`src/sv/bns_pkg.sv`:
```
`timescale 1ns / 1ps
// ----------------------------------------------------------------------------
// Nearest scaler package
// Widths, reset values, request and response types, and the sequencer states
// that the scaler's modules share.
// ----------------------------------------------------------------------------
package bns_pkg;

   // Default size of the byte store.
   localparam int MEM_BYTES_DEFAULT = 131072;

   // Field widths.
   localparam int KIND_W    = 2;
   localparam int OFFSET_W  = 17;
   localparam int BYTE_W    = 8;
   localparam int COORD_W   = 10;
   localparam int PIXEL_W   = 16;
   localparam int DIM_W     = 11;

   // Datapath widths.
   localparam int PITCH_W     = 13;
   localparam int ROW_PROD_W  = DIM_W + PITCH_W;
   localparam int DIV_NUM_W   = 22;
   localparam int ADDR_CALC_W = 27;

   // Configuration port widths.
   localparam int CSR_ADDR_W = 5;
   localparam int CSR_DATA_W = 32;

   // Register reset values.
   localparam logic [OFFSET_W-1:0] OFFSET_RESET = OFFSET_W'(54);
   localparam logic [DIM_W-1:0]    DIM_RESET    = DIM_W'(64);
   localparam logic [PITCH_W-1:0]  PITCH_RESET  = PITCH_W'(((64 * 3 + 3) / 4) * 4);

   // Request kinds.
   localparam logic [KIND_W-1:0] KIND_LOAD  = 2'd0;
   localparam logic [KIND_W-1:0] KIND_READ  = 2'd1;
   localparam logic [KIND_W-1:0] KIND_WRITE = 2'd2;

   typedef struct packed {
      logic [KIND_W-1:0]   kind;
      logic [OFFSET_W-1:0] byte_address;
      logic [BYTE_W-1:0]   byte_value;
      logic [COORD_W-1:0]  dest_x;
      logic [COORD_W-1:0]  dest_y;
      logic [COORD_W-1:0]  src_x;
      logic [COORD_W-1:0]  src_y;
      logic [PIXEL_W-1:0]  pixel_in;
   } req_type;

   typedef struct packed {
      logic [PIXEL_W-1:0] pixel_565;
      logic               out_of_range;
   } rsp_type;

   typedef struct packed {
      logic [OFFSET_W-1:0] pix_offset;
      logic [DIM_W-1:0]    src_width;
      logic [DIM_W-1:0]    src_height;
      logic [DIM_W-1:0]    dst_width;
      logic [DIM_W-1:0]    dst_height;
      logic [PITCH_W-1:0]  row_pitch;
   } cfg_type;

   typedef enum logic [3:0] {
      ST_IDLE,
      ST_LOAD,
      ST_DIV,
      ST_MUL,
      ST_ADDR,
      ST_RD_B,
      ST_RD_G,
      ST_RD_R,
      ST_RD_END,
      ST_WR_B,
      ST_WR_G,
      ST_WR_R
   } state_type;

endpackage

```
`src/sv/bns_divider.sv`:
```
`timescale 1ns / 1ps
// ----------------------------------------------------------------------------
// Nearest scaler divider
// Restoring unsigned divider that retires two quotient bits per cycle.
// ----------------------------------------------------------------------------
module bns_divider
   import bns_pkg::*;
(
   input  logic                 clock,
   input  logic                 reset,
   input  logic                 start,
   input  logic [DIV_NUM_W-1:0] numerator,
   input  logic [DIM_W-1:0]     divisor,
   output logic                 done,
   output logic [DIV_NUM_W-1:0] quotient
);

   localparam int Steps = DIV_NUM_W / 2;
   localparam int CntW  = $clog2(Steps);

   logic [DIV_NUM_W-1:0] quo_ff;
   logic [DIV_NUM_W-1:0] quo_in;
   logic [DIM_W-1:0]     rem_ff;
   logic [DIM_W-1:0]     den_ff;
   logic [CntW-1:0]      cnt_ff;
   logic                 run_ff;
   logic                 done_ff;
   logic [DIM_W:0]       trial1;
   logic [DIM_W:0]       rem1;
   logic [DIM_W:0]       trial2;
   logic [DIM_W:0]       rem2;
   logic                 bit1;
   logic                 bit2;

   assign done     = done_ff;
   assign quotient = quo_ff;

   // Two dependent shift-and-subtract steps; the remainder stays below the divisor.
   always_comb begin
      trial1 = {rem_ff, quo_ff[DIV_NUM_W-1]};
      bit1   = trial1 >= {1'b0, den_ff};
      rem1   = bit1 ? trial1 - {1'b0, den_ff} : trial1;
      trial2 = {rem1[DIM_W-1:0], quo_ff[DIV_NUM_W-2]};
      bit2   = trial2 >= {1'b0, den_ff};
      rem2   = bit2 ? trial2 - {1'b0, den_ff} : trial2;
      quo_in = {quo_ff[DIV_NUM_W-3:0], bit1, bit2};
   end

   // Control: step counter and status.
   always_ff @(posedge clock) begin
      if (reset) begin
         run_ff  <= 1'b0;
         done_ff <= 1'b0;
         cnt_ff  <= '0;
      end else if (start) begin
         run_ff  <= 1'b1;
         done_ff <= 1'b0;
         cnt_ff  <= '0;
      end else if (run_ff) begin
         cnt_ff <= cnt_ff + CntW'(1);
         if (cnt_ff == CntW'(Steps - 1)) begin
            run_ff  <= 1'b0;
            done_ff <= 1'b1;
         end
      end
   end

   // Datapath: the quotient shifts in where the numerator shifts out.
   always_ff @(posedge clock) begin
      if (start) begin
         quo_ff <= numerator;
         rem_ff <= '0;
         den_ff <= divisor;
      end else if (run_ff) begin
         quo_ff <= quo_in;
         rem_ff <= rem2[DIM_W-1:0];
      end
   end

endmodule

```
`config.mk`:
```
export PLATFORM = sky130hd
export DESIGN_NAME = bns_divider
export DESIGN_NICKNAME = d
export VERILOG_FILES = /design/src/sv/bns_pkg.sv /design/src/sv/bns_divider.sv
export SDC_FILE = /design/constraint.sdc
export NUM_CORES = 1
export LEC_CHECK = 0
export BUFFER_PORTS_ARGS = -buffer_cell sky130_fd_sc_hd__buf_2
export CELL_PAD_IN_SITES_DETAIL_PLACEMENT = 1
export CELL_PAD_IN_SITES_GLOBAL_PLACEMENT = 2
export CORE_MARGIN = 3
export CORE_UTILIZATION = 38
export CTS_CLUSTER_DIAMETER = 120
export DETAILED_ROUTE_END_ITERATION = 12
export GPL_TIMING_DRIVEN = 0
export PLACE_DENSITY = 0.82
export SYNTH_ARGS = -nofsm -noshare
export SYNTH_HDL_FRONTEND = slang
export SYNTH_SLANG_ARGS = --single-unit
```
`constraint.sdc`:
```
create_clock -name clock -period 9 [get_ports clock]
set_clock_uncertainty 0.1 [all_clocks]
set_input_delay 0.45 -clock clock [delete_from_list [all_inputs] [get_ports clock]]
set_output_delay 0.45 -clock clock [all_outputs]
set_load 0.005 [all_outputs]
```
==> out/metrics.csv <==
metric;value;unit
vdd_drop_max;0.113;mV
ctsRootBufferMaster;clkbuf_8;
diodes;0;
crit_fanout;10;
syn_nets;373;
clk_latency;310;ps
p_switching;0.438;mW
max_freq;193;MHz
synth-compound-area-share;0.165;
p_total;1.02;mW
dp_hpwl;6960;µm
tritoncts;yes;
status;finished clean;
hold_class;input pin to flip-flop;
cts_hold_buf;0;
grt_pass1_wl;14400;µm
syn_inst;311;
ys_seq_area_frac;0.411;
critPathRequiredTime;9120;ps
mostFrequentLayoutCell;buf_2;
synthesis.area;0.00324;mm²
synth-xor-area-share;0.0405;
cts_made_buffers;5;
cts.sinks;50;
synthArstFlopShare;0;
grt_antenna_before_repair;0;
synth_area_per_cell;10.4;µm²
min_period;5190;ps
startpoint_type;flip-flop;
tns;0;ps
routed_wl;8670;µm
synthFlopType;edfxtp_1;
ys_warn_count;0;
layout_common_cells;buf_2 (59), edfxtp_1 (33), nor2_1 (27);
drt_iter0_drc;129;
grt_start_max_net_pins;23;
fp.dieW;98.3;µm
p_seq_frac;0.300;
worstSetupPathType;flip-flop to flip-flop;
gp_congestion;0.842;
start_util;0.392;
synthAdderAreaFrac;0.105;
synthSimpleGateAreaFrac;0.134;
clk_pin_slew;110;ps
worstPathCellList;inv_1, ha_1, fa_1, nand2b_2, a21o_1, a21oi_1, o31ai_4, buf_2, o21ai_0, ha_1, a21oi_1, o21bai_1, a211oi_1, o311ai_4, a2111oi_4, a311oi_1, a2111oi_2;
cap_violations;0;
final-setup-viol-count;0;
cts_setup_buffers;0;
slew_headroom;0.423;
p_sw_frac;0.430;
cts.repair.resized;0;
end_kind;flip-flop;
grt_pass1_vias;2825;
row_count;33;
final_antenna_net_count;0;
grt_setup_unrepaired;no;
drive_gt1_frac;0.268;
grt-ovfl-total;0;
num-fill-cells;989;
synthToLayoutAreaGrowth;15.7;%
fp.dieH;98.3;µm
pwr-share-clk;0.135;
slowest_delay;600;ps
p_per_area;271;mW/mm²
leakage;1.59;nW
finalHoldViolCount;0;
synthMuxAreaShare;0.105;
synth_edf_count;33;
synth_top_family_by_area;compound AO/OA/AOI/OAI gates;
wl_per_cell;18.0;µm
synth_seq_cells;50;
coreArea;0.00826;mm²
drc;0;
die_area;0.00967;mm²
firstDrtPassIters;4;
internal_power;0.580;mW
cp_slowest_cell;a2111oi_4;
final_max_slew_viol_count;0;
ios;59;
vias;2633;
viasPerCell;5.46;
cp.arrival;5310;ps
clk_path_buf_depth;2;
p_comb_frac;0.565;
tightest_slew;864;ps
portBuffers;58;
fin_crit_sh;0.576;
ys_types;57;
htree_num_levels;2;
nNetsFinal;438;
grt.total_usage;0.186;
## logic make-up (layout without fill, tap and decap cells)
kind of cell,after synthesis,after routing
xor gates and xnor gates,15,15
buffers and inverters,32,98
and+or+nand+nor,89,89
AOI/OAI and AO/OA,68,68
muxes,31,31
adders and majority gates,26,26
DFF,50,50
## cell usage after synthesis (2+ instances only)
cell type	count	share of area
a21o_1	3	0.0069
buf_1	3	0.0035
o211ai_1	5	0.012
nand2_1	22	0.025
xnor2_1	8	0.022
a31o_2	2	0.0054
clkbuf_1	3	0.0035
a311oi_1	3	0.0081
nor3_1	10	0.015
xor2_1	7	0.019
a22o_1	2	0.0054
nand3_1	4	0.0062
a2111oi_0	2	0.0054
nand4_1	6	0.012
dfxtp_1	17	0.11
ha_1	24	0.093
fa_1	2	0.012
nand2b_1	2	0.0039
o21a_1	3	0.0069
a211oi_1	5	0.012
inv_1	24	0.028
o21ai_0	13	0.020
nor2b_1	5	0.0097
edfxtp_1	33	0.31
nor2_1	27	0.031
mux2i_1	7	0.022
nor4_1	3	0.0058
nand3b_1	3	0.0069
a21oi_1	12	0.019
mux2_2	24	0.083
## final timing paths
kind | slack, ps | end | startpoint | cells past startpoint
setup / recovery | 3810 | rem_ff[3]$_SDFFE_PP0P_ | quotient[21]$_DFFE_PP_ | 17
setup reg to reg | 3810 | rem_ff[3]$_SDFFE_PP0P_ | quotient[21]$_DFFE_PP_ | 17
hold reg to reg | 420 | rem_ff[0]$_SDFFE_PP0P_ | rem_ff[0]$_SDFFE_PP0P_ | 2
hold / removal | 200 | den_ff[2]$_DFFE_PP_ | divisor[2] | 1
## registers in the layout (all words and copies together), names as in the netlist
register / flops
run_ff: 1
den_ff: 11
done: 1
rem_ff: 11
quotient: 22
cnt_ff: 4
## critical path, delay by kind of cell, from the launching register on
family,cells,cell delay (ps)
buffers and inverters,2,310
and+or+nand+nor,1,220
DFF,1,390
AOI/OAI and AO/OA,11,3060
adders and majority gates,3,1000
## power groups by stage
stage | Clock, mW | Sequential [mW] | Combinational [mW]
floorplan | 0 | 0.306 | 0.428
global placement | 0 | 0.310 | 0.561
detailed placement | 0 | 0.310 | 0.574
CTS | 0.143 | 0.306 | 0.578
global route | 0.150 | 0.312 | 0.634
finish | 0.138 | 0.305 | 0.575
## layer usage
metal | wire length, µm | GRT usage
met4 | 112 | 0.0483
met1 | 3980 | 0.248
met5 | 0 | 0
met2 | 4250 | 0.319
met3 | 321 | 0.0236
## cell type report
cell class / count / area [µm²] / area share
buffer: 8 / 38.8 / 0.0103
clock buffer: 6 / 72.6 / 0.0194
clock inverter: 2 / 13.8 / 0.00367
inverter: 24 / 90.1 / 0.0240
multi-input combinational: 229 / 1780 / 0.475
sequential: 50 / 1330 / 0.355
tap: 105 / 131 / 0.0350
timing repair buffer: 58 / 290 / 0.0774
## per-stage QoR
stage          hold slack (ps)   util  instances  instance area [µm²]  setup WS, ps
4_1_cts                    194  0.454        482                 3750          3740
6_report                   200  0.454        482                 3750          3810
5_1_grt                    200  0.454        482                 3750          3510
3_5_place_dp               409  0.443        474                 3660          3810
2_1_floorplan              374      -        311                 3240          4680
3_3_place_gp               404  0.443        474                 3660          3890
No activity file was read; power rests on OpenSTA's default activity.
