==> src/sv/bns_pkg.sv <==
`timescale 1ns / 1ps
// ----------------------------------------------------------------------------
// Nearest scaler package
// Widths, reset values, request and response types, and the sequencer states
// that the scaler's modules share.
// ----------------------------------------------------------------------------
package bns_pkg;

   // Default size of the byte store.
   localparam int MEM_BYTES_DEFAULT = 131072;

   // Field widths.
   localparam int KIND_W    = 2;
   localparam int OFFSET_W  = 17;
   localparam int BYTE_W    = 8;
   localparam int COORD_W   = 10;
   localparam int PIXEL_W   = 16;
   localparam int DIM_W     = 11;

   // Datapath widths.
   localparam int PITCH_W     = 13;
   localparam int ROW_PROD_W  = DIM_W + PITCH_W;
   localparam int DIV_NUM_W   = 22;
   localparam int ADDR_CALC_W = 27;

   // Configuration port widths.
   localparam int CSR_ADDR_W = 5;
   localparam int CSR_DATA_W = 32;

   // Register reset values.
   localparam logic [OFFSET_W-1:0] OFFSET_RESET = OFFSET_W'(54);
   localparam logic [DIM_W-1:0]    DIM_RESET    = DIM_W'(64);
   localparam logic [PITCH_W-1:0]  PITCH_RESET  = PITCH_W'(((64 * 3 + 3) / 4) * 4);

   // Request kinds.
   localparam logic [KIND_W-1:0] KIND_LOAD  = 2'd0;
   localparam logic [KIND_W-1:0] KIND_READ  = 2'd1;
   localparam logic [KIND_W-1:0] KIND_WRITE = 2'd2;

   typedef struct packed {
      logic [KIND_W-1:0]   kind;
      logic [OFFSET_W-1:0] byte_address;
      logic [BYTE_W-1:0]   byte_value;
      logic [COORD_W-1:0]  dest_x;
      logic [COORD_W-1:0]  dest_y;
      logic [COORD_W-1:0]  src_x;
      logic [COORD_W-1:0]  src_y;
      logic [PIXEL_W-1:0]  pixel_in;
   } req_type;

   typedef struct packed {
      logic [PIXEL_W-1:0] pixel_565;
      logic               out_of_range;
   } rsp_type;

   typedef struct packed {
      logic [OFFSET_W-1:0] pix_offset;
      logic [DIM_W-1:0]    src_width;
      logic [DIM_W-1:0]    src_height;
      logic [DIM_W-1:0]    dst_width;
      logic [DIM_W-1:0]    dst_height;
      logic [PITCH_W-1:0]  row_pitch;
   } cfg_type;

   typedef enum logic [3:0] {
      ST_IDLE,
      ST_LOAD,
      ST_DIV,
      ST_MUL,
      ST_ADDR,
      ST_RD_B,
      ST_RD_G,
      ST_RD_R,
      ST_RD_END,
      ST_WR_B,
      ST_WR_G,
      ST_WR_R
   } state_type;

endpackage

==> src/sv/bns_csr.sv <==
`timescale 1ns / 1ps
// ----------------------------------------------------------------------------
// Nearest scaler configuration registers
// APB-style register file for the image geometry; also keeps the padded
// row pitch of the source image up to date.
// ----------------------------------------------------------------------------
module bns_csr
   import bns_pkg::*;
(
   input  logic                  clock,
   input  logic                  reset,
   input  logic                  psel,
   input  logic                  penable,
   input  logic                  pwrite,
   input  logic [CSR_ADDR_W-1:0] paddr,
   input  logic [CSR_DATA_W-1:0] pwdata,
   output logic [CSR_DATA_W-1:0] prdata,
   output logic                  pready,
   output cfg_type               cfg
);

   localparam int IdxW = CSR_ADDR_W - 2;

   localparam logic [IdxW-1:0] REG_OFFSET     = IdxW'(0);
   localparam logic [IdxW-1:0] REG_SRC_WIDTH  = IdxW'(1);
   localparam logic [IdxW-1:0] REG_SRC_HEIGHT = IdxW'(2);
   localparam logic [IdxW-1:0] REG_DST_WIDTH  = IdxW'(3);
   localparam logic [IdxW-1:0] REG_DST_HEIGHT = IdxW'(4);

   cfg_type              cfg_ff;
   logic [IdxW-1:0]      reg_idx;
   logic                 wr_fire;
   logic [DIM_W-1:0]     wr_width;
   logic [PITCH_W-1:0]   width_x3;
   logic [PITCH_W-1:0]   pitch_sum;
   logic [PITCH_W-1:0]   pitch_in;

   assign pready  = 1'b1;
   assign reg_idx = paddr[CSR_ADDR_W-1:2];
   assign wr_fire = psel && penable && pwrite && pready;
   assign cfg     = cfg_ff;

   // Row pitch is three bytes per pixel, rounded up to a multiple of four.
   always_comb begin
      wr_width  = pwdata[DIM_W-1:0];
      width_x3  = PITCH_W'(wr_width) + {PITCH_W'(wr_width) << 1};
      pitch_sum = width_x3 + PITCH_W'(3);
      pitch_in  = {pitch_sum[PITCH_W-1:2], 2'b00};
   end

   // Register writes.
   always_ff @(posedge clock) begin
      if (reset) begin
         cfg_ff.pix_offset <= OFFSET_RESET;
         cfg_ff.src_width  <= DIM_RESET;
         cfg_ff.src_height <= DIM_RESET;
         cfg_ff.dst_width  <= DIM_RESET;
         cfg_ff.dst_height <= DIM_RESET;
         cfg_ff.row_pitch  <= PITCH_RESET;
      end else if (wr_fire) begin
         case (reg_idx)
            REG_OFFSET: begin
               cfg_ff.pix_offset <= pwdata[OFFSET_W-1:0];
            end
            REG_SRC_WIDTH: begin
               cfg_ff.src_width <= wr_width;
               cfg_ff.row_pitch <= pitch_in;
            end
            REG_SRC_HEIGHT: begin
               cfg_ff.src_height <= pwdata[DIM_W-1:0];
            end
            REG_DST_WIDTH: begin
               cfg_ff.dst_width <= pwdata[DIM_W-1:0];
            end
            REG_DST_HEIGHT: begin
               cfg_ff.dst_height <= pwdata[DIM_W-1:0];
            end
            default: begin
            end
         endcase
      end
   end

   // Register reads.
   always_comb begin
      case (reg_idx)
         REG_OFFSET:     prdata = CSR_DATA_W'(cfg_ff.pix_offset);
         REG_SRC_WIDTH:  prdata = CSR_DATA_W'(cfg_ff.src_width);
         REG_SRC_HEIGHT: prdata = CSR_DATA_W'(cfg_ff.src_height);
         REG_DST_WIDTH:  prdata = CSR_DATA_W'(cfg_ff.dst_width);
         REG_DST_HEIGHT: prdata = CSR_DATA_W'(cfg_ff.dst_height);
         default:        prdata = '0;
      endcase
   end

endmodule

==> config.mk <==
export PLATFORM = sky130hd
export DESIGN_NAME = bns_csr
export DESIGN_NICKNAME = d
export VERILOG_FILES = /design/src/sv/bns_pkg.sv /design/src/sv/bns_csr.sv
export SDC_FILE = /design/constraint.sdc
export NUM_CORES = 1
export LEC_CHECK = 0
export ABC_AREA = 1
export BUFFER_PORTS_ARGS = -buffer_cell sky130_fd_sc_hd__buf_2
export CAP_MARGIN = 20
export CORE_MARGIN = 5
export CORE_UTILIZATION = 44
export CTS_CLUSTER_DIAMETER = 40
export DETAILED_ROUTE_END_ITERATION = 10
export PLACE_DENSITY = 0.76
export SYNTH_ARGS = -nofsm -noshare
export SYNTH_HDL_FRONTEND = slang
export SYNTH_SLANG_ARGS = --single-unit
==> constraint.sdc <==
create_clock -name clock -period 1.6 [get_ports clock]
set_clock_uncertainty 0.1 [all_clocks]
set_input_delay 0.24 -clock clock [delete_from_list [all_inputs] [get_ports clock]]
set_output_delay 0.24 -clock clock [all_outputs]
set_load 0.1 [all_outputs]
==> flow_summary.ini <==
[worst_setup_path]
path_cells = nand2_2, nand2_2, a221oi_4, nand2_4, buf_12
reg2reg_slack_ns = 0.67
worstSetupPathType = flop to primary output
start_kind = flop
max_stage_delay_ns = 0.34
cp_data_arrival_time_ns = 1.33
r2r-start = cfg[30]
path_max_fanout = 2
reg2reg_depth = 4
worstPathRequired_ns = 1.26
cpMostUsedCell = nand2_2
crit_slowest_cell = dfxtp_2
r2r_end = cfg[30]
end_kind = primary output

[grt]
antenna_found_initial = 1
grt_pass1_vias = 3914
grt_overflow = 0
grt_first_pass_wirelength_mm = 19.6
grt_use_total = 0.239
grt_max_degree = 38

[sta]
slew_violations = 0
timing.final.crit_share = 1.05
fmax_mhz = 598
layout_setup_ws_ns = -0.0733
fin_crit_ns = 1.67
setup_viol = 11
fin_setup_tns_ns = -0.398
hold_violations = 0
rsz0062_at_grt = true

[route]
wirelength_mm = 13.3
drc = 0
route.vias.total = 4248
wl_per_cell_um = 16.4
firstDrtPassIters = 4
drtIter0Drc = 251
ant_nets = 0
via_per_inst = 5.24

[clocking]
cts_root_buf = clkbuf_8
cts_buffers = 9
clock-sinks = 72
cts_tree = yes
path_clk_slew_ns = 0.09
ctsHtreeMaxLevel = 3
clock_latency_ns = 0.36
clockBufferDepth = 2

[floorplan]
die_x_um = 102
dieArea_sq_mm = 0.0105
die_y_um = 102
ioPinCount = 149
core_area_sq_mm = 0.00826
core.rowCount = 33
start_util = 0.453

[pwr]
leakagePower_uw = 0.00293
p_total_uw = 4610
power.density_mw_per_mm2 = 782
vdd_drop_max_mv = 0.378

[logic_synthesis]
synth.area.top_cells = dfxtp_1 (39%), nand2_1 (12%), nor2_1 (11%)
yosysMostFrequentCell = nand2_1
syn_avg_cell_area_sq_um = 6.85
synth_edf_count = 0
async_flop_share = 0
yosys.area.top_type = dfxtp_1
netlist_instances = 546
synth_common_cells = nand2_1 (120), nor2_1 (108), dfxtp_1 (72)
synth_area_sq_mm = 0.00374
synthFlopType = dfxtp_1
yosys_warnings = 0
ys_ff_latch = 72
yosysTopAreaCellShare = 0.385
ys_seq_area_frac = 0.385
synthDistinctLibCells = 28

[hold_path]
whs_path_depth = 3
hold_path_end = cfg[71]
hold_class = primary input to flop
min_from = pwdata[14]

[placement]
pre_cts_ws_ns = -0.307
portBuffers = 113
placed_area_sq_mm = 0.00523
dp_hpwl_mm = 9.34
gp_congestion = 0.863

[final_layout]
stdcell_area_sq_mm = 0.00589
largest_reg_flops = 72
syn_to_final_growth_pct = 57.4
drive_above_1_share = 0.482
nNetsFinal = 761

[run_status]
violations = setup timing
status = finished with violations

[run]
max-cap-violations = 0
==> worst max-delay path by stage <==
| stage | start | slack (ns) | to | cells past startpoint |
|---|---|---|---|---|
| 5_1_grt | cfg[19] | -0.12 | prdata[6] | 5 |
| 3_3_place_gp | pwdata[6] | -0.32 | cfg[10] | 10 |
| 2_1_floorplan | cfg[68] | -0.07 | prdata[11] | 2 |
| 4_1_cts | cfg[19] | -0.11 | prdata[6] | 5 |
| 6_report | cfg[19] | -0.07 | prdata[6] | 5 |
| 3_5_place_dp | pwdata[6] | -0.31 | cfg[10] | 10 |
==> kinds of logic (layout without fill, tap and decap cells) <==
family / after synthesis / in the layout / share of synthesized area
AOI/OAI and AO/OA: 101 / 101 / 0.149
xor gates and xnor gates: 4 / 4 / 0.00936
adders and majority gates: 19 / 19 / 0.0635
buffers and inverters: 85 / 228 / 0.110
DFF: 72 / 72 / 0.385
other: 2 / 19 / 0.00201
and+or+nand+nor: 263 / 263 / 0.281
==> layer usage <==
metal / wire, um / global-route usage
met5: 0 / 0
met4: 303 / 0.0959
met3: 1210 / 0.0519
met2: 6620 / 0.408
met1: 5190 / 0.291
==> power breakdown <==
part | internal (uW) | switching, uW
Combinational | 381 | 850
Sequential | 1810 | 19.5
Clock | 739 | 809
Total | 2930 | 1680
==> layout by cell type (no fill, tap or decap), types with 2 or more instances in the layout <==
cell type and count:
ha_1 10, inv_2 9, nand3_1 18, nand2_4 12, o21ai_1 4, ha_4 9
nand2_2 26, buf_12 23, dfxtp_4 5, nor2_1 100, buf_6 5, clkbuf_4 4
dfxtp_1 11, buf_4 47, dfxtp_2 56, a21oi_1 23, inv_8 2, a21oi_4 5
inv_1 32, conb_1 18, a21oi_2 4, nor2_4 7, clkbuf_8 9, buf_2 88
a221oi_4 5, o21ai_0 57, xor2_1 3, clkinv_4 2, nand2_1 84, nor2_2 4
nand4_1 2, nand3_4 6, nand3_2 2, inv_6 2
==> through the flow <==
stage	instances	hold WS, ns	utilization
after global routing	811	0.0918	0.713
final	811	0.0563	0.713
after global placement	779	0.350	0.633
after floorplan	562	0.253	-
after detailed placement	779	0.357	0.633
after CTS	806	0.0479	0.677
==> worst max-delay path, delay by kind of cell, from the launching register on <==
kind	cells	cell delay [ns]
buffers and inverters	1	0.17
AO/OA/AOI/OAI	1	0.24
flip-flops	1	0.34
AND/OR/NAND/NOR	3	0.22
==> repair_timing <==
item,4_1_cts,5_1_grt
setup buffers,11,4
pin swaps,22,20
setup endpoints to repair,11,17
hold buffers,0,0
gates cloned,0,0
gates resized for setup,21,61
==> area by class of cell <==
type                            instances  area (sq um)
Clock inverter                          7          80.1
Antenna cell                            1          2.50
Tap cell                              105           131
Clock buffer                            9           124
Sequential cell                        72          1530
Timing Repair Buffer                  168          1360
Inverter                               44           180
Multi-Input combinational cell        405          2490
Fill cell                             631          2370
Power figures use the tool's default switching activity.
